$ cat src/scfl_pkg.sv
// package for the size class free list cache
// shared codes, field widths, state type and width helpers; no dependencies
package scfl_pkg;

  // defaults for the top level parameters
  localparam int NUM_CLASSES_DEF   = 64;
  localparam int MAX_PER_CLASS_DEF = 64;
  localparam int ADDRESS_BITS_DEF  = 48;

  // fixed field widths of the ports
  localparam int MODE_W        = 2;
  localparam int CLASS_FIELD_W = 7;
  localparam int ADDR_FIELD_W  = 48;
  localparam int STATUS_W      = 2;
  localparam int COUNT_W       = 64;
  localparam int TOTAL_FIELD_W = 13;
  localparam int BYTES_FIELD_W = 19;

  // one cached block stands for 64 bytes
  localparam int BLOCK_SHIFT = 6;

  typedef enum logic [MODE_W-1:0] {
    MODE_ALLOC   = 2'd0,
    MODE_DEALLOC = 2'd1,
    MODE_FLUSH   = 2'd2,
    MODE_STATS   = 2'd3
  } mode_t;

  typedef enum logic [STATUS_W-1:0] {
    STAT_OK      = 2'd0,
    STAT_EMPTY   = 2'd1,
    STAT_FULL    = 2'd2,
    STAT_INVALID = 2'd3
  } status_t;

  typedef enum logic [1:0] {
    S_IDLE,
    S_FILL,
    S_POP,
    S_FLUSH
  } state_t;

  // index width for n entries, at least one bit
  function automatic int idx_w(input int n);
    return (n > 1) ? $clog2(n) : 1;
  endfunction

endpackage

$ cat src/scfl_ram.sv
// generic single write port, single read port synchronous ram
// registered read data; no dependencies
module scfl_ram #(
  parameter int WIDTH = 8,
  parameter int DEPTH = 16,
  parameter int AW    = (DEPTH > 1) ? $clog2(DEPTH) : 1
) (
  input  logic             clk,
  input  logic             we,
  input  logic [AW-1:0]    waddr,
  input  logic [WIDTH-1:0] wdata,
  input  logic             re,
  input  logic [AW-1:0]    raddr,
  output logic [WIDTH-1:0] rdata
);

  logic [WIDTH-1:0] mem [DEPTH];

  // write port
  always_ff @(posedge clk) begin
    if (we) begin
      mem[waddr] <= wdata;
    end
  end

  // registered read port
  always_ff @(posedge clk) begin
    if (re) begin
      rdata <= mem[raddr];
    end
  end

endmodule

$ cat src/scfl_fill.sv
// per class fill counts: a small ram plus one valid flag per class
// an entry never written reads as zero; depends on scfl_pkg and scfl_ram
module scfl_fill #(
  parameter  int NUM_CLASSES   = scfl_pkg::NUM_CLASSES_DEF,
  parameter  int MAX_PER_CLASS = scfl_pkg::MAX_PER_CLASS_DEF,
  localparam int CLS_W  = scfl_pkg::idx_w(NUM_CLASSES),
  localparam int FILL_W = $clog2(MAX_PER_CLASS + 1)
) (
  input  logic              clk,
  input  logic              rst_n,
  input  logic              rd_en,
  input  logic [CLS_W-1:0]  rd_idx,
  output logic [FILL_W-1:0] rd_fill,
  input  logic              wr_en,
  input  logic [CLS_W-1:0]  wr_idx,
  input  logic [FILL_W-1:0] wr_fill
);

  import scfl_pkg::*;

  logic [NUM_CLASSES-1:0] vld_r;
  logic                   rd_vld_r;
  logic [FILL_W-1:0]      ram_rdata;

  scfl_ram #(
    .WIDTH (FILL_W),
    .DEPTH (NUM_CLASSES),
    .AW    (CLS_W)
  ) u_fill_ram (
    .clk   (clk),
    .we    (wr_en),
    .waddr (wr_idx),
    .wdata (wr_fill),
    .re    (rd_en),
    .raddr (rd_idx),
    .rdata (ram_rdata)
  );

  // valid flags, cleared by reset, set on first write
  always_ff @(posedge clk) begin
    if (!rst_n) begin
      vld_r <= '0;
    end else if (wr_en) begin
      vld_r[wr_idx] <= 1'b1;
    end
  end

  // flag read alongside the ram
  always_ff @(posedge clk) begin
    if (!rst_n) begin
      rd_vld_r <= 1'b0;
    end else if (rd_en) begin
      rd_vld_r <= vld_r[rd_idx];
    end
  end

  assign rd_fill = rd_vld_r ? ram_rdata : '0;

endmodule

$ cat config.mk
export PLATFORM = sky130hd
export DESIGN_NAME = scfl_fill
export DESIGN_NICKNAME = d
export VERILOG_FILES = /design/src/scfl_pkg.sv /design/src/scfl_ram.sv /design/src/scfl_fill.sv
export SDC_FILE = /design/constraint.sdc
export NUM_CORES = 1
export LEC_CHECK = 0
export BUFFER_PORTS_ARGS = -buffer_cell sky130_fd_sc_hd__buf_2
export CAP_MARGIN = 20
export CORE_AREA = 2 2 218 220
export CTS_CLUSTER_SIZE = 20
export DETAILED_ROUTE_END_ITERATION = 16
export DIE_AREA = 0 0 220 222
export PLACE_DENSITY = 0.72
export SLEW_MARGIN = 20
export SYNTH_ARGS = -nofsm -noshare
export SYNTH_HDL_FRONTEND = slang
export SYNTH_HIERARCHICAL = 1
export SYNTH_SLANG_ARGS = --single-unit
export TNS_END_PERCENT = 1
$ cat constraint.sdc
create_clock -name clk -period 3.03 [get_ports clk]
set_input_delay 0.606 -clock clk [delete_from_list [all_inputs] [get_ports clk]]
set_output_delay 0.606 -clock clk [all_outputs]
set_load 0.01 [all_outputs]
* After elaboration in Yosys (flattened, before gate mapping)
Memories as Yosys holds them, arrays and structs flattened. A register that Yosys moved wholly into a read port is not among the register bits.
Index checks and enable logic that the tools add are counted.
** Cells by class
- Muxes and demuxes :: 7
- Bitwise logic cells :: 1
- $lt $le $gt $ge :: 3
- Reductions and logical operators :: 1
** Operators by type and width (number)
- $or 64x64->64 :: 1
- $lt 6x7->1 const B :: 2
- $mux 7 :: 1
- $bmux 1 s6 :: 1
- $demux 1 s6 :: 1
- $ge 6x1->1 const B :: 1
- $mux 1 :: 4
- $logic_and 1x1->1 :: 1
** Word-level totals
- Word-level logic and storage cells :: 15
- RAM bits :: 448
- Memories :: 1
- Output and inout port bits :: 7
- Flip-flop bits (word level) :: 65
** Memory list
- u_fill_ram.mem :: depth 64, width 7, rd ports 1, clocked after memory_dff 1, write ports 1, RTL line scfl_ram.sv:17 : logic [WIDTH-1:0] mem [DEPTH];

* Depth between registers and ports, before layout
- Depth in word-level cells :: 5
- Gate-level depth with buffers :: 7

* Cells and area by module
Netlist, hierarchy kept.
** Modules (own cells, without submodules)
- scfl_ram :: area each 17705.7 um2, cells an instance 827, times used 1, sequential area each 13663.1 um2
- scfl_fill :: area each 2909.0 um2, cells an instance 303, times used 1, sequential area each 1301.2 um2

* Least setup slack after synthesis
Ideal clock, no wire load.
- Path kind :: input to register
- Start point :: input rd_idx[0]
- End point :: register rd_vld_r
- Cell stages on the path :: 6
- Data arrival time :: 2.223 ns
- Library setup time :: 0.116 ns
- Setup slack :: 0.690 ns
- Data required time :: 2.914 ns
- Cell sequence :: buf_6 mux4_1 a22oi_1 a21boi_1 or4_1 a41o_1
** On the way
- Word-level cells in the longest chain between the ends :: 2
** RTL lines
- from (decl) :: RTL line scfl_fill.sv:12 : input logic [CLS_W-1:0] rd_idx,
- $bmux 1 s6 :: RTL line scfl_fill.sv:53 : rd_vld_r <= vld_r[rd_idx];
- $mux 1 (not written as such) :: RTL line scfl_fill.sv:53
- to (signal assigned) :: RTL line scfl_fill.sv:53
- to (decl) :: RTL line scfl_fill.sv:22 : logic rd_vld_r;
No other way between the ends. The select of a mux whose other input is x is not followed.
A chain may end at the register's enable or synchronous reset.

* Worst setup path in the final report
- Start point :: register rd_vld_r
- End point :: output rd_fill[4]
** On the way
- Word-level cells in the longest chain between the ends :: 1
** RTL lines
- $mux 7 :: RTL line scfl_fill.sv:57 : assign rd_fill = rd_vld_r ? ram_rdata : '0;
- to (decl) :: RTL line scfl_fill.sv:13 : output logic [FILL_W-1:0] rd_fill,
No other way between the ends.

==> results.sh <==
export IMPL_status="completed"
export IMPL_ant_nets=0
export IMPL_clock_sinks=520
export IMPL_avgSynthCellArea_um2=18.2
export IMPL_hold_path_class="in -> reg"
export IMPL_cts_root_buf="clkbuf_16"
export IMPL_cts_buffers_inserted=48
export IMPL_post_place_ws_ns=0.285
export IMPL_dr_pass1_iters=5
export IMPL_grtUsageTotal_pct=19.5
export IMPL_p_per_area_nw_per_um2=614
export IMPL_portBuffers=29
export IMPL_fin_crit_sh_pct=71.9
export IMPL_clock_path_buffers=3
export IMPL_critPathCaptureType="output pin"
export IMPL_path_clk_slew_ns=0.07
export IMPL_hold_viol=0
export IMPL_grt_ovfl_total=0
export IMPL_htree_levels=2
export IMPL_p_leak_nw=7.72
export IMPL_timing_slew_headroom_pct=43.6
export IMPL_core_area_um2=46300
export IMPL_period_needed_ns=2.18
export IMPL_cts_tree="built"
export IMPL_drive_gt1_share_pct=25.7
export IMPL_maxCapViolations=0
export IMPL_synth_fa_ha_area_share_pct=0
export IMPL_dp_hpwl_mm=29.8
export IMPL_fmax_mhz=459
export IMPL_route_detailed_drc=0
export IMPL_fin_worst_skew_ns=0.0188
export IMPL_setup_tns_ns=0
export IMPL_initial_core_util_pct=44.6
export IMPL_cp_start_kind="register"
export IMPL_finalMaxSlewViolations=0
export IMPL_ys_flop_type="edfxtp_1"
export IMPL_stdcell_count=1896
export IMPL_grt_pass1_vias=11400
export IMPL_grt_antenna_before_repair=0
export IMPL_synth_warnings=6
export IMPL_die_x_um=220
export IMPL_synth_edf_count=455
export IMPL_fillCellCount=3659
export IMPL_final_common_cell="edfxtp_1"
export IMPL_synth_compound_area_share_pct=4.75
export IMPL_drtIter0Drc=1402
export IMPL_cp_arrival_ns=1.57
export IMPL_synth_top_family_by_area="multiplexers"
export IMPL_dpl_cell_count=1814
export IMPL_rsz0062_at_grt="false"
export IMPL_cts_setup_buffers=0
export IMPL_insertion_delay_ns=0.57
export IMPL_ctsHoldBuffers=0
export IMPL_critical_path_class="reg -> out"
export IMPL_wire_per_inst_um=24.7
export IMPL_path_max_fanout=8
export IMPL_gp_congestion=0.872
export IMPL_peakVddDrop_mv=0.408
export IMPL_die_area_um2=48800
export IMPL_routed_wl_mm=46.9
export IMPL_layout_common_cells="edfxtp_1 (455), nor2_1 (125), mux4_2 (116)"
export IMPL_required_ns=2.42
export IMPL_nets=1280
export IMPL_syn_area_um2=20600
export IMPL_setup_viol=0
export IMPL_rows=79
export IMPL_netlist_cell_type_count=46
export IMPL_cts_resized=0
export IMPL_synth_seq_area_share_pct=72.6
export IMPL_grt_max_degree=65
export IMPL_vias=11200
export IMPL_timing_hold_ws_ns=0.436
export IMPL_synthArstFlopShare_pct=0
export IMPL_syn_inst=1130
export IMPL_antenna_cells=0
export IMPL_area_delta_synth_final_pct=14.7
export IMPL_muxShareOfSynthArea_pct=15.0
export IMPL_boundaryPins=30
export IMPL_grt_pass1_wl_mm=70.6
export IMPL_die_y_um=222
export IMPL_synth_simple_area_share_pct=6.00
export IMPL_synth_xor_area_share_pct=0
export IMPL_fin_ws_ns=0.851
export IMPL_vias_per_cell=5.90
export IMPL_syn_nets=1153
export IMPL_worst_pin_slew_ns=0.846
export IMPL_p_total_mw=14.5
export IMPL_synth_seq_cells=520
## per-layer routing
| layer | vias up | wire length, µm | track usage [%] | share of wire [%] |
|---|---|---|---|---|
| li1 | 4799 | - | - | - |
| met1 | 5758 | 18400 | 26.5 | 39 |
| met2 | 512 | 23000 | 31.6 | 49 |
| met3 | 111 | 3640 | 3.29 | 7.8 |
| met4 | 0 | 1820 | 7.75 | 3.9 |
| met5 | - | 0 | 0 | 0 |
## path summary, 6_finish.rpt
kind,slack [ns],startpoint,to,depth (start not counted)
max,0.85,rd_vld_r,rd_fill[4],2
min,0.44,rd_en,u_fill_ram/rdata[6],1
max reg2reg,0.94,vld_r[43],rd_vld_r,5
min reg2reg,0.46,vld_r[23],vld_r[23],1
## through the flow
| step | instance area, µm² | utilization (%) |
|---|---|---|
| 2_1_floorplan | 20600 | - |
| 3_3_place_gp | 22100 | 47.9 |
| 3_5_place_dp | 22100 | 47.9 |
| 4_1_cts | 23600 | 51.1 |
| 5_1_grt | 23600 | 51.1 |
| 6_report | 23600 | 51.1 |
## synth_stat cells (all sizes together), types with 2 or more instances
cell	instances	area share, %
o31ai	8	0.29
and3b	4	0.17
nand2	17	0.31
mux4	124	14
a211oi	4	0.15
nor2b	35	1.1
a21oi	31	0.75
nand2b	12	0.36
clkbuf	32	0.58
or3b	2	0.085
mux2	6	0.33
o22ai	14	0.42
inv	2	0.036
or3	4	0.12
nand4	6	0.18
a41o	3	0.15
nand3b	6	0.22
or2	5	0.15
edfxtp	455	66
and3	2	0.061
and2	9	0.27
dfxtp	65	6.3
mux2i	20	0.97
o21a	40	1.5
nand3	12	0.29
nor2	125	2.3
o221ai	9	0.38
a22oi	10	0.36
buf	30	1.1
a22o	5	0.21
o21ai	11	0.27
a32o	2	0.097
nor3b	3	0.11
nor3	10	0.24
## sequential cells by signal (all words and copies together) (netlist names)
register          flops
u_fill_ram/mem      448
vld_r                64
rd_vld_r              1
u_fill_ram/rdata      7
## final cells by class
type                    instances  area, µm²  area share, %
clock buffers                  59       1240           5.25
clock inverters                23        262           1.11
inverters                       2       7.51         0.0317
multi-input cells             546       5310           22.4
flip-flops and latches        520      15000           63.3
well taps                     607        759           3.21
repair buffers                139       1110           4.68
## power by group
group	internal, mW	switching, mW
logic	0.307	0.491
registers	7.84	0.0180
clock network	3.34	2.54
## worst max-delay path: stages (launching register included)
cell     delay, ns
dfxtp_1       0.56
and2_1        0.28
buf_2         0.16
## cell families (layout without fill, tap and decap cells)
kind of cell,after synthesis,count (layout)
buffers and inverters,64,223
AOI/OAI and AO/OA,142,142
and+or+nand+nor,254,254
muxes,150,150
DFF,520,520
Note: power is estimated with default switching activity, not from simulation.
