<file path="src/scfl_ram.sv">
// generic single write port, single read port synchronous ram
// registered read data; no dependencies
module scfl_ram #(
  parameter int WIDTH = 8,
  parameter int DEPTH = 16,
  parameter int AW    = (DEPTH > 1) ? $clog2(DEPTH) : 1
) (
  input  logic             clk,
  input  logic             we,
  input  logic [AW-1:0]    waddr,
  input  logic [WIDTH-1:0] wdata,
  input  logic             re,
  input  logic [AW-1:0]    raddr,
  output logic [WIDTH-1:0] rdata
);

  logic [WIDTH-1:0] mem [DEPTH];

  // write port
  always_ff @(posedge clk) begin
    if (we) begin
      mem[waddr] <= wdata;
    end
  end

  // registered read port
  always_ff @(posedge clk) begin
    if (re) begin
      rdata <= mem[raddr];
    end
  end

endmodule

</file>
<file path="config.mk">
export PLATFORM = sky130hd
export DESIGN_NAME = scfl_ram
export DESIGN_NICKNAME = d
export VERILOG_FILES = /design/src/scfl_ram.sv
export SDC_FILE = /design/constraint.sdc
export NUM_CORES = 1
export LEC_CHECK = 0
export BUFFER_PORTS_ARGS = -buffer_cell sky130_fd_sc_hd__buf_2
export CAP_MARGIN = 25
export CORE_MARGIN = 2
export CORE_UTILIZATION = 60
export DETAILED_ROUTE_END_ITERATION = 10
export MAX_ROUTING_LAYER = met4
export PLACE_DENSITY = 0.78
export SETUP_SLACK_MARGIN = 0.15
export SYNTH_ARGS = -nofsm -noshare
export SYNTH_HDL_FRONTEND = slang
export SYNTH_SLANG_ARGS = --single-unit
</file>
<file path="constraint.sdc">
create_clock -name clk -period 2 [get_ports clk]
set_clock_uncertainty 0.1 [all_clocks]
set_input_delay 0.2 -clock clk [delete_from_list [all_inputs] [get_ports clk]]
set_output_delay 0.2 -clock clk [all_outputs]
set_load 0.02 [all_outputs]
</file>
Word level (Yosys, flattened, before mapping):

Memories as Yosys holds them, arrays and structs flattened. A register that Yosys moved wholly into a read port is not among the register bits.
Index checks and enable logic that the tools add are counted.

* mux-type cells: 2

Operators with widths (count)
* 1-bit 2-to-1 mux: 2

* bits in writable memories: 128
* logic and storage cells: 3
* output and inout bits: 8
* register bits: 0
* memories: 1
* bits of input ports: 19

Memory list
* mem: words 16, bits a word 8, rd ports 1, clocked after Yosys merged registers in 1, wr ports 1, line 17 `logic [WIDTH-1:0] mem [DEPTH];`

Logic depth before layout (Yosys ltp):

Gate-level depths: netlist of run 1.

* word-level depth: 2
* mapped depth: 5
* depth with buffers taken out: 3

Worst setup path before layout of run 1:

OpenSTA, ideal clock, no wires.

* path type: input -> register
* from: in waddr[2]
* to: mem mem[0][0], enable pin
* arrival time: 1.310 ns
* data required time: 1.517 ns
* path buffers: 0
* setup time: 0.383 ns
* path slack: 0.207 ns
* stages: 2
* path through: or3b_2 -> nor3_1

RTL lines
* start: declaration: line 10 `input logic [AW-1:0] waddr,`
* end: declaration: line 17

Straight into the memory's write port.

==> flow_metrics.py, run 1 <==
metrics = {
    "timing": {
        "maxSlewViolCount": 0,
        "relSlewSlack": 0.7352,
        "fmax_mhz": 607.9,
        "grt_setup_unrepaired": "no",
        "hold_violations": 0,
        "setup_viol": 0,
        "period_minus_slack_ns": 1.645,
        "period_share": 0.8225,
        "tightest_slew_ns": 0.3957,
        "fin_setup_tns_ns": 0,
    },
    "synthesis": {
        "synth.most_common_cell": "edfxtp_1",
        "synthesis.area_sq_um": 5228,
        "synthArstFlopShare": 0,
        "synthDistinctLibCells": 18,
        "seq_area_frac_synth": 0.7812,
        "syn-num-nets": 248,
        "ys_top_cells_by_count": "edfxtp_1 (136), mux4_2 (18), a22oi_1 (16)",
        "yosysTopAreaCell": "edfxtp_1",
        "synthFlopType": "edfxtp_1",
        "synth.ff_latch_count": 136,
        "netlist_instances": 229,
        "synth-edff-count": 136,
        "synth_area_leaders": "edfxtp_1 (78%), mux4_2 (7.8%), mux4_1 (7.0%)",
        "ys_warn_count": 0,
        "synth.avg_cell_area_sq_um": 22.83,
        "synth_top_cell_area_share": 0.7812,
    },
    "hold_path": {
        "min_path_type": "input port to register",
        "worst_hold_path.endpoint": "mem[12][0]",
        "holdPathStages": 3,
        "hold_start": "waddr[0]",
    },
    "drt": {
        "drc": 0,
        "first_pass_iters": 4,
        "wl_per_cell_um": 25.25,
        "drt_iter0_drc": 327,
        "drtAntennaViolNets": 0,
        "vias": 2595,
        "via_per_inst": 6.238,
        "wl_mm": 10.50,
    },
    "final_layout": {
        "diodes": 0,
        "final_util": 0.7293,
        "drive_gt1_frac": 0.3149,
        "fin_nets": 314,
        "final_cells": 416,
        "area_growth_pct": 19.89,
    },
    "setup_path": {
        "setup.worst_path.class": "register to register",
        "r2r-end": "rdata[4]",
        "cp-start-kind": "register",
        "worstReg2RegStart": "mem[9][4]",
        "path_cells": "mux4_1 -> a22oi_1 -> nand2_1",
        "r2r_cells": 3,
        "critPathMaxFanout": 1,
        "crit_family": "multiplexers",
        "end_kind": "register",
        "slowest_stage": "mux4_1",
        "critPathMaxStageDelay_ns": 0.54,
        "crit_required_ns": 2.16,
        "reg2reg_slack_ns": 0.36,
        "critPathBufInv": 0,
        "crit_arrival_ns": 1.81,
    },
    "cts": {
        "cts_sinks": 136,
        "insertion_delay_ns": 0.52,
        "cts_buffers": 17,
        "path_clk_slew_ns": 0.06,
        "cts_resized": 0,
        "cts_tree": "yes",
        "cts_root_buffer": "clkbuf_8",
        "htree_levels": 4,
        "cts_buffer_depth": 2,
    },
    "floorplan": {
        "die_height_um": 97.34,
        "design.core.area_sq_um": 8593,
        "io_pins": 27,
        "die_w_um": 97.34,
        "die_area_sq_um": 9475,
        "start_util": 0.6083,
        "std_cell_rows": 34,
    },
    "grt": {
        "grt_max_degree": 27,
        "antenna_found_initial": 0,
        "grt-ovfl-total": 0,
        "grt_use_total": 0.2494,
        "grt_pass1_wl_mm": 15.99,
        "grt_pass1_vias": 2701,
    },
    "place": {
        "place_hpwl_mm": 6.131,
        "gp_congestion": 0.7668,
        "place_inst": 375,
        "port_buffers": 26,
    },
    "power_and_ir_drop": {
        "power_density_nw_per_um2": 1043,
        "power_leakage_uw": 0.002138,
        "peakVddDrop_uv": 865.2,
    },
    "job": {
        "drv_cap": 0,
    },
    "run_status": {
        "status": "completed",
    },
}
==> worst register-to-register path: cells and delay by family, from the launching register on <==
family / cells / cell delay [ns]
simple gates: 1 / 0.09
mux: 1 / 0.54
flops: 1 / 0.41
compound gates: 1 / 0.25
==> layer usage <==
metal,vias up,GRT usage,wire (um)
li1,1115,-,-
met1,1305,0.3364,4147
met2,150,0.3702,5196
met3,25,0.06259,888
met4,0,0.1111,272
met5,-,-,0
==> state kept, by name, summed over array words and instances, names as in the netlist <==
name	flops
mem	128
rdata	8
==> cells by family after synthesis <==
kind of cell    synth area share
simple gates             0.03136
flops                     0.7812
compound gates           0.02298
mux                       0.1479
buf+inv                  0.01651
==> through the flow <==
| step | hold slack [ns] | area [sq um] | setup slack, ns | power, uW |
|---|---|---|---|---|
| 2_1_floorplan | 0.1989 | 5228 | 0.2071 | 3463 |
| 3_3_place_gp | 0.4705 | 5609 | 0.06807 | 3592 |
| 3_5_place_dp | 0.4708 | 5609 | 0.08663 | 3603 |
| 4_1_cts | 0.1128 | 6267 | 0.3464 | 6567 |
| 5_1_grt | 0.1522 | 6267 | 0.2555 | 6696 |
| 6_report | 0.1396 | 6267 | 0.3550 | 6539 |
==> cells in the final DEF (no fill, tap or decap) <==
master	synthesis	final
clkinv_4	0	2
and2b_1	1	1
clkbuf_1	0	1
nand2_1	9	9
nor2b_1	1	1
clkinvlp_4	0	5
nand3b_1	2	2
mux4_2	18	18
bufinv_16	0	2
nand2b_1	2	2
or3b_2	1	1
a22oi_1	16	16
mux4_1	14	14
clkbuf_16	0	16
clkinv_1	0	1
nor3_1	4	4
buf_12	0	3
edfxtp_1	136	136
clkinv_2	0	1
inv_6	0	3
buf_4	1	19
nor2_1	13	13
clkbuf_8	0	1
buf_2	3	26
and2_1	1	1
nand3_1	1	1
dlygate4sd3_1	0	9
==> where the power goes <==
group,internal [uW],switching (uW),total (uW)
registers,3210,19.3,3230
logic,144,186,330
clock network,1780,1200,2980
==> layout make-up <==
cell class                      instances  area [sq um]
Sequential cell                       136          4084
Fill cell                             471          2326
Multi-Input combinational cell         83          1057
Timing Repair Buffer                   57         422.9
Clock buffer                           18         417.9
Clock inverter                         14         150.1
Tap cell                              108         135.1
==> worst max-delay path by stage <==
stage,from,endpoint,slack [ns],depth (start not counted)
after floorplan,waddr[2],mem[0][0],0.21,2
final,mem[9][4],rdata[4],0.36,3
after global placement,raddr[0],rdata[0],0.07,5
after CTS,mem[1][0],rdata[0],0.35,3
after global routing,mem[9][4],rdata[4],0.26,3
after detailed placement,raddr[0],rdata[0],0.09,5
==> repair_timing <==
item,4_1_cts,5_1_grt
hold buffers,9,0
hold endpoints to repair,136,0
setup buffers,0,0
No activity file was read; power rests on OpenSTA's default activity.
==> inputs of run 2 (changes only) <==
Settings changed: CORE_UTILIZATION 60 to 54, PLACE_DENSITY 0.78 to 0.74.
Clock period 2 ns to 1.37 ns, I/O delays scaled along.
==> flow_metrics.py, run 2 (synthesized netlist as in run 1, its figures left out) <==
metrics = {
    "place": {
        "gp_congestion": 0.7428,
        "port_buffers": 26,
        "dpl_worst_slack_ns": -0.4514,
        "place_hpwl_mm": 6.392,
        "place_area_sq_um": 5673,
    },
    "drt": {
        "wl_per_cell_um": 22.87,
        "drt_iter0_drc": 243,
        "drc": 0,
        "vias": 2567,
        "first_pass_iters": 4,
        "via_per_inst": 5.834,
        "drtAntennaViolNets": 0,
        "wl_mm": 10.06,
    },
    "final_layout": {
        "largest_reg_flops": 128,
        "final_util": 0.6853,
        "diodes": 0,
        "area_growth_pct": 22.28,
        "top_register": "mem",
        "fin_nets": 317,
        "final_common_cell": "edfxtp_1",
        "multi_input_area_sq_um": 1071,
        "fin_area_sq_um": 6392,
        "fillers": 586,
        "drive_gt1_frac": 0.4019,
        "register_area_sq_um": 4084,
        "final_cell_mix": "edfxtp_1 (136), mux4_2 (32), buf_4 (21)",
        "reg.largest.list": "mem x128, rdata x8",
    },
    "setup_path": {
        "crit_required_ns": 1.52,
        "critPathMaxStageDelay_ns": 0.49,
        "crit_family": "multiplexers",
        "end_kind": "register",
        "critPathMaxFanout": 1,
        "cp-start-kind": "register",
        "crit_arrival_ns": 1.73,
        "setup.worst_path.class": "register to register",
        "path_cells": "mux4_2 -> a22oi_2 -> nand2_1",
        "slowest_stage": "mux4_2",
        "critPathBufInv": 0,
    },
    "timing": {
        "holdWs_ns": 0.05035,
        "fin_setup_tns_ns": -1.245,
        "period_minus_slack_ns": 1.580,
        "tightest_slew_ns": 0.7400,
        "fmax_mhz": 632.9,
        "hold_violations": 0,
        "maxSlewViolCount": 0,
        "period_share": 1.153,
        "setup_viol": 8,
        "finalWorstSetupSlack_ns": -0.2100,
        "grt_setup_unrepaired": "yes",
        "relSlewSlack": 0.5057,
    },
    "cts": {
        "htree_levels": 4,
        "cts_buffer_depth": 2,
        "postCtsSetupBuffers": 0,
        "cts_sinks": 136,
        "cts_root_buffer": "clkbuf_8",
        "cts_buffers": 17,
        "path_clk_slew_ns": 0.06,
        "insertion_delay_ns": 0.51,
        "cts_tree": "yes",
    },
    "floorplan": {
        "io_pins": 27,
        "die_height_um": 102.4,
        "design.core.area_sq_um": 9328,
        "start_util": 0.5604,
        "die_w_um": 102.4,
        "die_area_sq_um": 10480,
        "std_cell_rows": 35,
    },
    "grt": {
        "grt-ovfl-total": 0,
        "antenna_found_initial": 0,
        "grt_use_total": 0.2270,
        "grt_pass1_vias": 2613,
        "grt_max_degree": 19,
        "grt_pass1_wl_mm": 15.58,
    },
    "power_and_ir_drop": {
        "combPwrFrac": 0.057,
        "power_switching_uw": 2004,
        "power_leakage_uw": 0.002125,
        "power_density_nw_per_um2": 1493,
        "power_frac_seq": 0.494,
        "peakVddDrop_uv": 934.1,
        "p_clk_frac": 0.449,
        "intPower_uw": 7541,
        "swShare": 0.2100,
    },
    "hold_path": {
        "min_path_type": "input port to register",
    },
    "job": {
        "drv_cap": 0,
    },
    "run_status": {
        "violations": "negative setup slack",
        "status": "complete, but fails checks",
    },
}
## run 2: cell types whose count changed in the layout (fill, tap and decap cells not counted), sizes merged
cell	change
buf	+3
## run 2: area by class of cell
type	instances	area share
clock buffers	18	0.06537
clock inverters	14	0.02349
multi-input cells	83	0.1675
flip-flops and latches	136	0.6389
well taps	129	0.02525
repair buffers	60	0.07947
## run 2: per-stage QoR
stage | instances | total power [uW]
3_3_place_gp | 399 | 5273
5_1_grt | 440 | 9834
3_5_place_dp | 399 | 5293
6_report | 440 | 9545
2_1_floorplan | 229 | 5085
4_1_cts | 440 | 9595
## run 2: power by group through the flow
| stage | clock network (uW) | registers, uW | logic [uW] |
|---|---|---|---|
| detailed placement | 0 | 4800 | 495 |
| finish | 4280 | 4720 | 543 |
| global route | 4520 | 4720 | 586 |
| global placement | 0 | 4790 | 481 |
| CTS | 4330 | 4720 | 546 |
| floorplan | 0 | 4820 | 266 |
## run 2: routing by layer
| layer | vias to the layer above | wire (um) | global-route usage |
|---|---|---|---|
| met3 | 10 | 705 | 0.05472 |
| met1 | 1331 | 4145 | 0.3087 |
| met2 | 119 | 5089 | 0.3441 |
| met4 | 0 | 123 | 0.07692 |
| li1 | 1107 | - | - |
| met5 | - | 0 | - |
## run 2: worst paths after layout
path / startpoint / to / slack (ns) / cells past startpoint
worst max-delay path: mem[3][3] / rdata[3] / -0.21 / 3
worst min-delay path: waddr[0] / mem[4][2] / 0.05 / 3
worst max register to register: mem[3][3] / rdata[3] / -0.21 / 3
worst min register to register: mem[12][7] / rdata[7] / 0.65 / 3
## run 2: tightest hold or removal path, delay by kind of cell
family                 cells  cell delay [ns]
buffers and inverters      2             0.29
and+or+nand+nor            1             0.05
## run 2: timing repair
action / CTS / global route
setup endpoints to repair: 16 / 16
gates resized for setup: 19 / 1
pin swaps: 2 / 0
endpoints found under the hold margin: 136 / 0
cloned: 0 / 0
hold buffers: 9 / 0
