[config.mk]
export PLATFORM = sky130hd
export DESIGN_NAME = scfl_ctrl
export DESIGN_NICKNAME = d
export VERILOG_FILES = /design/src/scfl_pkg.sv /design/src/scfl_ctrl.sv
export SDC_FILE = /design/constraint.sdc
export NUM_CORES = 1
export LEC_CHECK = 0
export ABC_CLOCK_PERIOD_IN_PS = 8400
export BUFFER_PORTS_ARGS = -buffer_cell sky130_fd_sc_hd__buf_2
export CORE_MARGIN = 1.5
export CORE_UTILIZATION = 35
export DETAILED_ROUTE_END_ITERATION = 10
export PLACE_DENSITY_LB_ADDON = 0.12
export SYNTH_ARGS = -nofsm -noshare
export SYNTH_HDL_FRONTEND = slang
export SYNTH_SLANG_ARGS = --single-unit
[constraint.sdc]
create_clock -name clk -period 8.4 [get_ports clk]
set_clock_uncertainty 0.1 [all_clocks]
set_input_delay 1.26 -clock clk [delete_from_list [all_inputs] [get_ports clk]]
set_output_delay 1.26 -clock clk [all_outputs]
set_load 0.02 [all_outputs]
[src/scfl_pkg.sv]
// package for the size class free list cache
// shared codes, field widths, state type and width helpers; no dependencies
package scfl_pkg;

  // defaults for the top level parameters
  localparam int NUM_CLASSES_DEF   = 64;
  localparam int MAX_PER_CLASS_DEF = 64;
  localparam int ADDRESS_BITS_DEF  = 48;

  // fixed field widths of the ports
  localparam int MODE_W        = 2;
  localparam int CLASS_FIELD_W = 7;
  localparam int ADDR_FIELD_W  = 48;
  localparam int STATUS_W      = 2;
  localparam int COUNT_W       = 64;
  localparam int TOTAL_FIELD_W = 13;
  localparam int BYTES_FIELD_W = 19;

  // one cached block stands for 64 bytes
  localparam int BLOCK_SHIFT = 6;

  typedef enum logic [MODE_W-1:0] {
    MODE_ALLOC   = 2'd0,
    MODE_DEALLOC = 2'd1,
    MODE_FLUSH   = 2'd2,
    MODE_STATS   = 2'd3
  } mode_t;

  typedef enum logic [STATUS_W-1:0] {
    STAT_OK      = 2'd0,
    STAT_EMPTY   = 2'd1,
    STAT_FULL    = 2'd2,
    STAT_INVALID = 2'd3
  } status_t;

  typedef enum logic [1:0] {
    S_IDLE,
    S_FILL,
    S_POP,
    S_FLUSH
  } state_t;

  // index width for n entries, at least one bit
  function automatic int idx_w(input int n);
    return (n > 1) ? $clog2(n) : 1;
  endfunction

endpackage

[src/scfl_ctrl.sv]
// sequencer of the free list cache: decodes a request, does the read,
// modify and write of the fill count and stack, keeps counters and the
// result register; depends on scfl_pkg
module scfl_ctrl #(
  parameter  int NUM_CLASSES   = scfl_pkg::NUM_CLASSES_DEF,
  parameter  int MAX_PER_CLASS = scfl_pkg::MAX_PER_CLASS_DEF,
  parameter  int ADDRESS_BITS  = scfl_pkg::ADDRESS_BITS_DEF,
  localparam int CLS_W   = scfl_pkg::idx_w(NUM_CLASSES),
  localparam int SLOT_W  = scfl_pkg::idx_w(MAX_PER_CLASS),
  localparam int FILL_W  = $clog2(MAX_PER_CLASS + 1),
  localparam int STORE_W = (ADDRESS_BITS < scfl_pkg::ADDR_FIELD_W) ?
                           ADDRESS_BITS : scfl_pkg::ADDR_FIELD_W,
  localparam int STK_AW  = CLS_W + SLOT_W
) (
  input  logic                                clk,
  input  logic                                rst_n,
  // request side
  input  logic                                start,
  output logic                                busy,
  input  logic [scfl_pkg::MODE_W-1:0]         in_mode,
  input  logic [scfl_pkg::CLASS_FIELD_W-1:0]  in_size_class,
  input  logic [scfl_pkg::ADDR_FIELD_W-1:0]   in_block_address,
  // fill count table
  output logic                                fill_rd_en,
  output logic [CLS_W-1:0]                    fill_rd_idx,
  input  logic [FILL_W-1:0]                   fill_rd_data,
  output logic                                fill_wr_en,
  output logic [CLS_W-1:0]                    fill_wr_idx,
  output logic [FILL_W-1:0]                   fill_wr_data,
  // stack ram
  output logic                                stk_we,
  output logic [STK_AW-1:0]                   stk_waddr,
  output logic [STORE_W-1:0]                  stk_wdata,
  output logic                                stk_re,
  output logic [STK_AW-1:0]                   stk_raddr,
  input  logic [STORE_W-1:0]                  stk_rdata,
  // result side
  output logic                                out_valid,
  output logic [scfl_pkg::ADDR_FIELD_W-1:0]   out_address,
  output logic [scfl_pkg::STATUS_W-1:0]       out_status,
  output logic                                out_last_of_run,
  output logic [scfl_pkg::COUNT_W-1:0]        out_hit_count,
  output logic [scfl_pkg::COUNT_W-1:0]        out_miss_count,
  output logic [scfl_pkg::TOTAL_FIELD_W-1:0]  out_cached_total,
  output logic [scfl_pkg::BYTES_FIELD_W-1:0]  out_cached_bytes
);

  import scfl_pkg::*;

  localparam int TOT_W = $clog2(NUM_CLASSES * MAX_PER_CLASS + 1);

  state_t             state_r, state_nxt;
  mode_t              mode_r;
  logic [CLS_W-1:0]   cls_r;
  logic               cls_ok_r;
  logic [STORE_W-1:0] addr_r;
  logic [SLOT_W-1:0]  idx_r, idx_nxt;
  logic [COUNT_W-1:0] hit_r, hit_nxt;
  logic [COUNT_W-1:0] miss_r, miss_nxt;
  logic [TOT_W-1:0]   total_r, total_nxt;

  logic                    out_valid_r, out_valid_nxt;
  logic [ADDR_FIELD_W-1:0] out_addr_r, out_addr_nxt;
  status_t                 out_status_r, out_status_nxt;
  logic                    out_last_r, out_last_nxt;
  logic                    out_stats_r, out_stats_nxt;

  logic              accept;
  logic              in_cls_ok;
  logic              fill_empty;
  logic              fill_full;
  logic              addr_null;
  logic [SLOT_W-1:0] slot_top;
  logic [31:0]       tot32;

  assign busy      = (state_r != S_IDLE);
  assign accept    = start && !busy;
  assign in_cls_ok = ({1'b0, in_size_class} < 8'(NUM_CLASSES));

  // fill table is read as the request is taken
  assign fill_rd_en  = accept;
  assign fill_rd_idx = in_size_class[CLS_W-1:0];

  // decode of the fetched fill count
  assign fill_empty = (fill_rd_data == '0);
  assign fill_full  = (fill_rd_data >= FILL_W'(MAX_PER_CLASS));
  assign addr_null  = (addr_r == '0);
  assign slot_top   = SLOT_W'(fill_rd_data - FILL_W'(1));

  // next state
  always_comb begin
    state_nxt = state_r;
    case (state_r)
      S_IDLE: begin
        if (accept) begin
          state_nxt = S_FILL;
        end
      end
      S_FILL: begin
        state_nxt = S_IDLE;
        if (cls_ok_r && !fill_empty) begin
          if (mode_r == MODE_ALLOC) begin
            state_nxt = S_POP;
          end else if (mode_r == MODE_FLUSH) begin
            state_nxt = S_FLUSH;
          end
        end
      end
      S_POP: begin
        state_nxt = S_IDLE;
      end
      S_FLUSH: begin
        if (idx_r == '0) begin
          state_nxt = S_IDLE;
        end
      end
      default: begin
        state_nxt = S_IDLE;
      end
    endcase
  end

  // memory controls, counters and result word
  always_comb begin
    fill_wr_en     = 1'b0;
    fill_wr_idx    = cls_r;
    fill_wr_data   = '0;
    stk_we         = 1'b0;
    stk_waddr      = {cls_r, SLOT_W'(fill_rd_data)};
    stk_wdata      = addr_r;
    stk_re         = 1'b0;
    stk_raddr      = {cls_r, slot_top};
    idx_nxt        = idx_r;
    hit_nxt        = hit_r;
    miss_nxt       = miss_r;
    total_nxt      = total_r;
    out_valid_nxt  = 1'b0;
    out_addr_nxt   = '0;
    out_status_nxt = STAT_OK;
    out_last_nxt   = 1'b1;
    out_stats_nxt  = 1'b0;
    case (state_r)
      S_FILL: begin
        case (mode_r)
          MODE_ALLOC: begin
            if (!cls_ok_r) begin
              out_valid_nxt  = 1'b1;
              out_status_nxt = STAT_INVALID;
            end else if (fill_empty) begin
              miss_nxt       = miss_r + COUNT_W'(1);
              out_valid_nxt  = 1'b1;
              out_status_nxt = STAT_EMPTY;
            end else begin
              // pop: lower the fill count, fetch the top entry
              fill_wr_en   = 1'b1;
              fill_wr_data = fill_rd_data - FILL_W'(1);
              stk_re       = 1'b1;
            end
          end
          MODE_DEALLOC: begin
            if (!cls_ok_r || addr_null) begin
              out_valid_nxt  = 1'b1;
              out_status_nxt = STAT_INVALID;
            end else if (fill_full) begin
              out_valid_nxt  = 1'b1;
              out_status_nxt = STAT_FULL;
            end else begin
              // push at the current fill position
              stk_we         = 1'b1;
              fill_wr_en     = 1'b1;
              fill_wr_data   = fill_rd_data + FILL_W'(1);
              total_nxt      = total_r + TOT_W'(1);
              out_valid_nxt  = 1'b1;
              out_status_nxt = STAT_OK;
            end
          end
          MODE_FLUSH: begin
            if (!cls_ok_r) begin
              out_valid_nxt  = 1'b1;
              out_status_nxt = STAT_INVALID;
            end else if (fill_empty) begin
              out_valid_nxt  = 1'b1;
              out_status_nxt = STAT_EMPTY;
            end else begin
              // empty the class and start the walk at the top entry
              fill_wr_en   = 1'b1;
              fill_wr_data = '0;
              total_nxt    = total_r - TOT_W'(fill_rd_data);
              stk_re       = 1'b1;
              idx_nxt      = slot_top;
            end
          end
          MODE_STATS: begin
            out_valid_nxt  = 1'b1;
            out_status_nxt = STAT_OK;
            out_stats_nxt  = 1'b1;
          end
          default: begin
            out_valid_nxt = 1'b0;
          end
        endcase
      end
      S_POP: begin
        hit_nxt        = hit_r + COUNT_W'(1);
        total_nxt      = total_r - TOT_W'(1);
        out_valid_nxt  = 1'b1;
        out_addr_nxt   = ADDR_FIELD_W'(stk_rdata);
        out_status_nxt = STAT_OK;
      end
      S_FLUSH: begin
        // emit the fetched entry, fetch the next one down
        out_valid_nxt  = 1'b1;
        out_addr_nxt   = ADDR_FIELD_W'(stk_rdata);
        out_status_nxt = STAT_OK;
        out_last_nxt   = (idx_r == '0);
        if (idx_r != '0) begin
          idx_nxt   = idx_r - SLOT_W'(1);
          stk_re    = 1'b1;
          stk_raddr = {cls_r, idx_r - SLOT_W'(1)};
        end
      end
      default: begin
        out_valid_nxt = 1'b0;
      end
    endcase
  end

  // control registers
  always_ff @(posedge clk) begin
    if (!rst_n) begin
      state_r     <= S_IDLE;
      hit_r       <= '0;
      miss_r      <= '0;
      total_r     <= '0;
      out_valid_r <= 1'b0;
    end else begin
      state_r     <= state_nxt;
      hit_r       <= hit_nxt;
      miss_r      <= miss_nxt;
      total_r     <= total_nxt;
      out_valid_r <= out_valid_nxt;
    end
  end

  // request and result payload registers
  always_ff @(posedge clk) begin
    if (accept) begin
      mode_r   <= mode_t'(in_mode);
      cls_r    <= in_size_class[CLS_W-1:0];
      cls_ok_r <= in_cls_ok;
      addr_r   <= in_block_address[STORE_W-1:0];
    end
    idx_r        <= idx_nxt;
    out_addr_r   <= out_addr_nxt;
    out_status_r <= out_status_nxt;
    out_last_r   <= out_last_nxt;
    out_stats_r  <= out_stats_nxt;
  end

  // result ports; the total holds still while a word is shown
  assign tot32            = 32'(total_r);
  assign out_valid        = out_valid_r;
  assign out_address      = out_addr_r;
  assign out_status       = out_status_r;
  assign out_last_of_run  = out_last_r;
  assign out_hit_count    = out_stats_r ? hit_r : '0;
  assign out_miss_count   = out_stats_r ? miss_r : '0;
  assign out_cached_total = tot32[TOTAL_FIELD_W-1:0];
  assign out_cached_bytes = BYTES_FIELD_W'(tot32 << BLOCK_SHIFT);

endmodule

; ---- Yosys cells after proc, flatten, opt, wreduce, memory -nomap -nowiden
; Index checks and enable logic that the tools add are counted.
[totals]
ff_bits = 259
out_inout_bits = 308
word_cells = 111
[classes]
addsub = 8
order_cmp = 2
n_eq_ne = 17
mux = 48
reduce_logical = 22
[ops]
columns = cell, count
row1 = 64-bit by 1-bit adder with 64-bit output (second input constant), 2
row2 = 64-bit two-way mux, 2
row3 = 13-bit two-way mux, 4
row4 = 13-bit case mux with 2 select lines, 2
row5 = 48-bit logical NOT, 1
row6 = 6-bit two-way mux, 6
row7 = 7-bit two-way mux, 5
row8 = 2-bit two-way mux, 8
row9 = 7-bit case mux with 2 select lines, 1
row10 = 13-bit by 1-bit adder with 13-bit output (second input constant), 1
row11 = 1-bit two-way mux, 13
row12 = 13-bit by 1-bit subtractor with 13-bit output (second input constant), 1
row13 = 13-bit by 7-bit subtractor with 13-bit output, 1
row14 = 2-bit inequality test (second input constant), 6
row15 = 3-bit inequality test (second input constant), 4
row16 = 6-bit case mux with 2 select lines, 1
row17 = 2-bit equality test (second input constant), 4
row18 = 1-bit case mux with 2 select lines, 4
row19 = 2-bit case mux with 4 select lines, 1
row20 = 7-bit by 1-bit adder with 7-bit output (second input constant), 1
row21 = 7-bit greater-or-equal comparator (second input constant), 1
row22 = 7-bit logical NOT, 1
row23 = 7-bit < comparator (second input constant), 1
row24 = 7-bit by 1-bit subtractor with 7-bit output (second input constant), 1
row25 = 16 further kinds, 25

; ---- Depth between registers and ports, before layout
[depth]
ltp_word = 5
mapped_depth = 13

; ---- Worst setup path before layout
; No wires, ideal clock.
[synth_path]
path_kind = in2out
start = in fill_rd_data[0]
end = out fill_wr_data[2]
arrival_time_ns = 2.993
slack_ns = 4.047
cell_stages = 8
path_buffers = 1
path_cell_list = clkbuf_1 -> inv_1 -> ha_1 -> nor2b_1 -> a21oi_1 -> nand2b_1 -> o32a_1 -> a211oi_1
[synth_between]
elab_chain_cells = 5
word_cells_on_any_way = 10
classes_between = add/sub (2) / order compare (1) / mux (6) / reduce/logical (1)
[synth_lines]
columns = element, line_no
row1 = from (decl), scfl_ctrl.sv:26  ; input logic [FILL_W-1:0] fill_rd_data,
row2 = "7-bit by 1-bit adder with 7-bit output, or another cell as far along", scfl_ctrl.sv:171  ; fill_wr_data = fill_rd_data + FILL_W'(1);
row3 = 7-bit two-way mux (on tied branches), "scfl_ctrl.sv:164, scfl_ctrl.sv:149"
row4 = 7-bit two-way mux (on tied branches), "scfl_ctrl.sv:161, scfl_ctrl.sv:146"
row5 = 7-bit case mux with 2 select lines (*), scfl_ctrl.sv:144  ; case (mode_r)
row6 = 7-bit two-way mux (*), scfl_ctrl.sv:142  ; case (state_r)
row7 = to (decl), scfl_ctrl.sv:29  ; output logic [FILL_W-1:0] fill_wr_data,
; Mark *: on every way between the ends. The rest lies on a longest branch, timed or not.

; ---- Final worst setup path
; Ends and elaborated chain as after synthesis.

==> results.json <==
{
  "power.static_leakage_nw": 6.75,
  "fp.dieH_um": 193,
  "worst-slew-pin-transition_ns": 1.11,
  "power.total_mw": 2.96,
  "timing.fmax_ghz": 0.224,
  "grt_first_pass_wirelength_um": 58100,
  "power_density_nw_per_um2": 187,
  "post-route-drc-count": 0,
  "routed_wirelength_um": 38400,
  "tritoncts": "done",
  "period_minus_slack_ns": 4.47,
  "hold_class": "reg2reg",
  "startpoint": "fill_rd_data[0]",
  "cts_setup_buffers": 0,
  "cp_data_required_time_ns": 7.04,
  "crit_type": "in2out",
  "floorplan.rows": 69,
  "grt.overflow.total": 0,
  "die_area_um2": 37200,
  "cts_buffers": 30,
  "synth_top_flop_cell": "sky130_fd_sc_hd__dfxtp_1",
  "worst_ir_drop_vdd_mv": 0.136,
  "synth_cells": 1375,
  "critical_path.endpoint": "fill_wr_data[2]",
  "total_setup_violations_reported_at_the_end_of_the_flow": 0,
  "worstSetupEndpointType": "primary output",
  "drt.antenna.violating_nets": 0,
  "cts_resized": 0,
  "core_area_um2": 35600,
  "grt_start_max_net_pins": 129,
  "globalplace.congestion": 0.894,
  "port_buffers": 416,
  "regToRegEndpoint": "out_cached_total[12]$_SDFFE_PN0P_",
  "final_max_slew_viol_count": 0,
  "timing_hold_violations_final": 0,
  "ff2ff_setup_slack_ns": 5.02,
  "track_usage": 0.200,
  "critical_path.max_fanout": 11,
  "final_nets": 1864,
  "grt_setup_unrepaired": "no",
  "run_status": "finished, final reports clean",
  "detailroute.via_count": 11000,
  "area_delta_synth_final_pct": 25.2,
  "initial_utilization": 0.355,
  "per_cell_routed_wire_length_um": 17.3,
  "cts_root_buf": "sky130_fd_sc_hd__clkbuf_16",
  "synth_async_sr_flop_share": 0,
  "yosysUniqueCellTypes": 59,
  "regToRegStartpoint": "state_r[0]$_SDFFE_PN0P_",
  "dr.pass1.iters": 5,
  "post-route-period-util": 0.532,
  "routed_via_density": 4.94,
  "first_global_vias": 10200,
  "synthesis.area_um2": 12600,
  "chipWidth_um": 193,
  "cts_sink_count": 259,
  "max-cap-violations": 0,
  "syn_avg_cell_area_um2": 9.18,
  "worstRegToRegCells": 10,
  "synth_seq_area_share": 0.461,
  "insertion_delay_ns": 0.55,
  "boundaryPins": 423,
  "grt_antenna_before_repair": 6,
  "fin_setup_tns_ns": 0,
  "cts.htree.levels": 1,
  "flop_and_latch_count_out_of_synthesis": 259,
  "cts-hold-fix-buffers": 0,
  "clock_path_buffers": 3,
  "synth_edf_count": 63,
  "final_layout_size_suffix_gt1_frac": 0.281,
  "drt_first_iter_violations": 464,
  "ys_warn_count": 0,
  "worstSetupStartpointType": "input port",
  "dp.final_hpwl_um": 28500,
  "worst_ep_arrival_time_ns": 3.11,
  "clkTransAtPathRegs_ns": 0.05,
  "slew-limit-headroom": 0.261
}
==> flip-flops by register name (all words and copies together), names as in the netlist <==
register / flops
hit_r: 64
mode_r: 2
out_stats_r: 1
fill_wr_idx: 6
out_status: 2
idx_r: 6
out_valid: 1
out_address: 48
stk_wdata: 48
state_r: 2
miss_r: 64
cls_ok_r: 1
out_last_of_run: 1
out_cached_total: 13
==> critical path, stage by stage <==
cell	delay, ns
sky130_fd_sc_hd__buf_2	0.24
sky130_fd_sc_hd__inv_1	0.10
sky130_fd_sc_hd__ha_1	0.20
sky130_fd_sc_hd__nor2b_1	0.20
sky130_fd_sc_hd__a21oi_1	0.28
sky130_fd_sc_hd__nand2b_1	0.14
sky130_fd_sc_hd__o32a_1	0.18
sky130_fd_sc_hd__a211oi_1	0.28
sky130_fd_sc_hd__buf_2	0.23
==> layer usage <==
layer | vias up | GRT usage | share of wire
li1 | 5436 | - | -
met1 | 5105 | 0.255 | 0.43
met2 | 361 | 0.336 | 0.47
met3 | 48 | 0.0538 | 0.079
met4 | 0 | 0.0435 | 0.018
met5 | - | 0 | 0
==> kinds of logic after synthesis <==
family / after synthesis / share of synthesized area
AO/OA/AOI/OAI: 135 / 0.0686
XOR/XNOR: 88 / 0.0611
adder cells (fa/ha/maj): 23 / 0.0234
buffers and inverters: 149 / 0.0599
flip-flops: 259 / 0.461
multiplexers: 31 / 0.0246
other: 1 / 0.000297
AND/OR/NAND/NOR: 689 / 0.301
==> cell usage in the layout, fill, tap and decap left out, types with 7 or more instances in the layout <==
| cell | synthesis | final |
|---|---|---|
| sky130_fd_sc_hd__a21oi_1 | 49 | 49 |
| sky130_fd_sc_hd__and2_1 | 137 | 136 |
| sky130_fd_sc_hd__and3_1 | 25 | 25 |
| sky130_fd_sc_hd__and4_1 | 14 | 14 |
| sky130_fd_sc_hd__buf_2 | 0 | 416 |
| sky130_fd_sc_hd__buf_4 | 43 | 9 |
| sky130_fd_sc_hd__clkbuf_1 | 61 | 10 |
| sky130_fd_sc_hd__clkbuf_16 | 0 | 31 |
| sky130_fd_sc_hd__clkbuf_8 | 0 | 8 |
| sky130_fd_sc_hd__dfxtp_1 | 196 | 195 |
| sky130_fd_sc_hd__edfxtp_1 | 63 | 63 |
| sky130_fd_sc_hd__ha_1 | 22 | 22 |
| sky130_fd_sc_hd__inv_1 | 37 | 37 |
| sky130_fd_sc_hd__mux2i_1 | 31 | 31 |
| sky130_fd_sc_hd__nand2_1 | 98 | 98 |
| sky130_fd_sc_hd__nand2b_1 | 30 | 30 |
| sky130_fd_sc_hd__nand3_1 | 59 | 59 |
| sky130_fd_sc_hd__nand4_1 | 41 | 41 |
| sky130_fd_sc_hd__nor2_1 | 124 | 123 |
| sky130_fd_sc_hd__nor2b_1 | 51 | 51 |
| sky130_fd_sc_hd__nor3_1 | 16 | 16 |
| sky130_fd_sc_hd__nor4_1 | 35 | 35 |
| sky130_fd_sc_hd__o21a_1 | 7 | 7 |
| sky130_fd_sc_hd__o21ai_0 | 20 | 20 |
| sky130_fd_sc_hd__o21bai_1 | 12 | 12 |
| sky130_fd_sc_hd__o31ai_1 | 12 | 12 |
| sky130_fd_sc_hd__or3_1 | 18 | 18 |
| sky130_fd_sc_hd__or4_1 | 20 | 20 |
| sky130_fd_sc_hd__xnor2_1 | 35 | 35 |
| sky130_fd_sc_hd__xor2_1 | 53 | 53 |
==> how the worst min path moves through the flow <==
stage | from | end | slack (ns) | cells past startpoint
after detailed placement | hit_r[63]$_SDFFE_PN0N_ | hit_r[63]$_SDFFE_PN0N_ | 0.36 | 2
after global placement | hit_r[63]$_SDFFE_PN0N_ | hit_r[63]$_SDFFE_PN0N_ | 0.36 | 2
after CTS | hit_r[63]$_SDFFE_PN0N_ | hit_r[63]$_SDFFE_PN0N_ | 0.37 | 2
after global routing | miss_r[57]$_SDFFE_PN0P_ | miss_r[57]$_SDFFE_PN0P_ | 0.41 | 2
after floorplan | hit_r[63]$_SDFFE_PN0N_ | hit_r[63]$_SDFFE_PN0N_ | 0.34 | 2
final | hit_r[63]$_SDFFE_PN0N_ | hit_r[63]$_SDFFE_PN0N_ | 0.37 | 2
==> cells in the mapped netlist (2+ instances only) <==
cell type	number	area, um2
sky130_fd_sc_hd__dfxtp_1	196	3920
sky130_fd_sc_hd__and2_1	137	857
sky130_fd_sc_hd__nor2_1	124	465
sky130_fd_sc_hd__nand2_1	98	368
sky130_fd_sc_hd__edfxtp_1	63	1890
sky130_fd_sc_hd__clkbuf_1	61	229
sky130_fd_sc_hd__nand3_1	59	295
sky130_fd_sc_hd__xor2_1	53	464
sky130_fd_sc_hd__nor2b_1	51	319
sky130_fd_sc_hd__a21oi_1	49	245
sky130_fd_sc_hd__buf_4	43	323
sky130_fd_sc_hd__nand4_1	41	257
sky130_fd_sc_hd__inv_1	37	139
sky130_fd_sc_hd__nor4_1	35	219
sky130_fd_sc_hd__xnor2_1	35	307
sky130_fd_sc_hd__mux2i_1	31	310
sky130_fd_sc_hd__nand2b_1	30	188
sky130_fd_sc_hd__and3_1	25	156
sky130_fd_sc_hd__ha_1	22	275
sky130_fd_sc_hd__o21ai_0	20	100
sky130_fd_sc_hd__or4_1	20	150
sky130_fd_sc_hd__or3_1	18	113
sky130_fd_sc_hd__nor3_1	16	80.1
sky130_fd_sc_hd__and4_1	14	123
sky130_fd_sc_hd__o21bai_1	12	90.1
sky130_fd_sc_hd__o31ai_1	12	90.1
sky130_fd_sc_hd__o21a_1	7	52.6
sky130_fd_sc_hd__a211oi_1	6	45.0
sky130_fd_sc_hd__o311ai_0	6	52.6
sky130_fd_sc_hd__o41ai_1	6	52.6
sky130_fd_sc_hd__buf_6	4	45.0
sky130_fd_sc_hd__o211ai_1	4	30.0
sky130_fd_sc_hd__nand3b_1	3	22.5
sky130_fd_sc_hd__nor4_2	3	37.5
sky130_fd_sc_hd__o22ai_1	3	18.8
sky130_fd_sc_hd__or2_2	3	18.8
sky130_fd_sc_hd__a221oi_1	2	17.5
sky130_fd_sc_hd__and3_2	2	15.0
sky130_fd_sc_hd__buf_1	2	7.51
sky130_fd_sc_hd__nor4_4	2	42.5
sky130_fd_sc_hd__o31a_1	2	17.5
==> through the flow <==
| stage | utilization | setup WS, ns | area, um2 | hold WS (ns) | std cells |
|---|---|---|---|---|---|
| 2_1_floorplan | - | 4.05 | 12600 | 0.340 | 1380 |
| 3_3_place_gp | 0.415 | 3.99 | 14800 | 0.358 | 2155 |
| 3_5_place_dp | 0.415 | 3.93 | 14800 | 0.362 | 2155 |
| 5_1_grt | 0.444 | 3.82 | 15800 | 0.406 | 2212 |
| 6_report | 0.444 | 3.93 | 15800 | 0.368 | 2216 |
| 4_1_cts | 0.444 | 3.97 | 15800 | 0.371 | 2211 |
==> power breakdown <==
part / internal, mW / total (mW) / leakage, nW / switching, mW
sequential: 1.32 / 1.35 / 2.18 / 0.0348
combinational: 0.0967 / 0.278 / 4.08 / 0.182
clock: 0.807 / 1.33 / 0.492 / 0.519
==> cell type report <==
| cell class | count | area (um2) |
|---|---|---|
| Clock buffer | 49 | 923 |
| Inverter | 38 | 144 |
| Multi-Input combinational cell | 972 | 6080 |
| Timing Repair Buffer | 425 | 2150 |
| Sequential cell | 259 | 5820 |
| Fill cell | 3591 | 19800 |
| Tap cell | 461 | 577 |
| Clock inverter | 7 | 90.1 |
| Antenna cell | 5 | 12.5 |
Note: power is estimated with default switching activity, not from simulation.
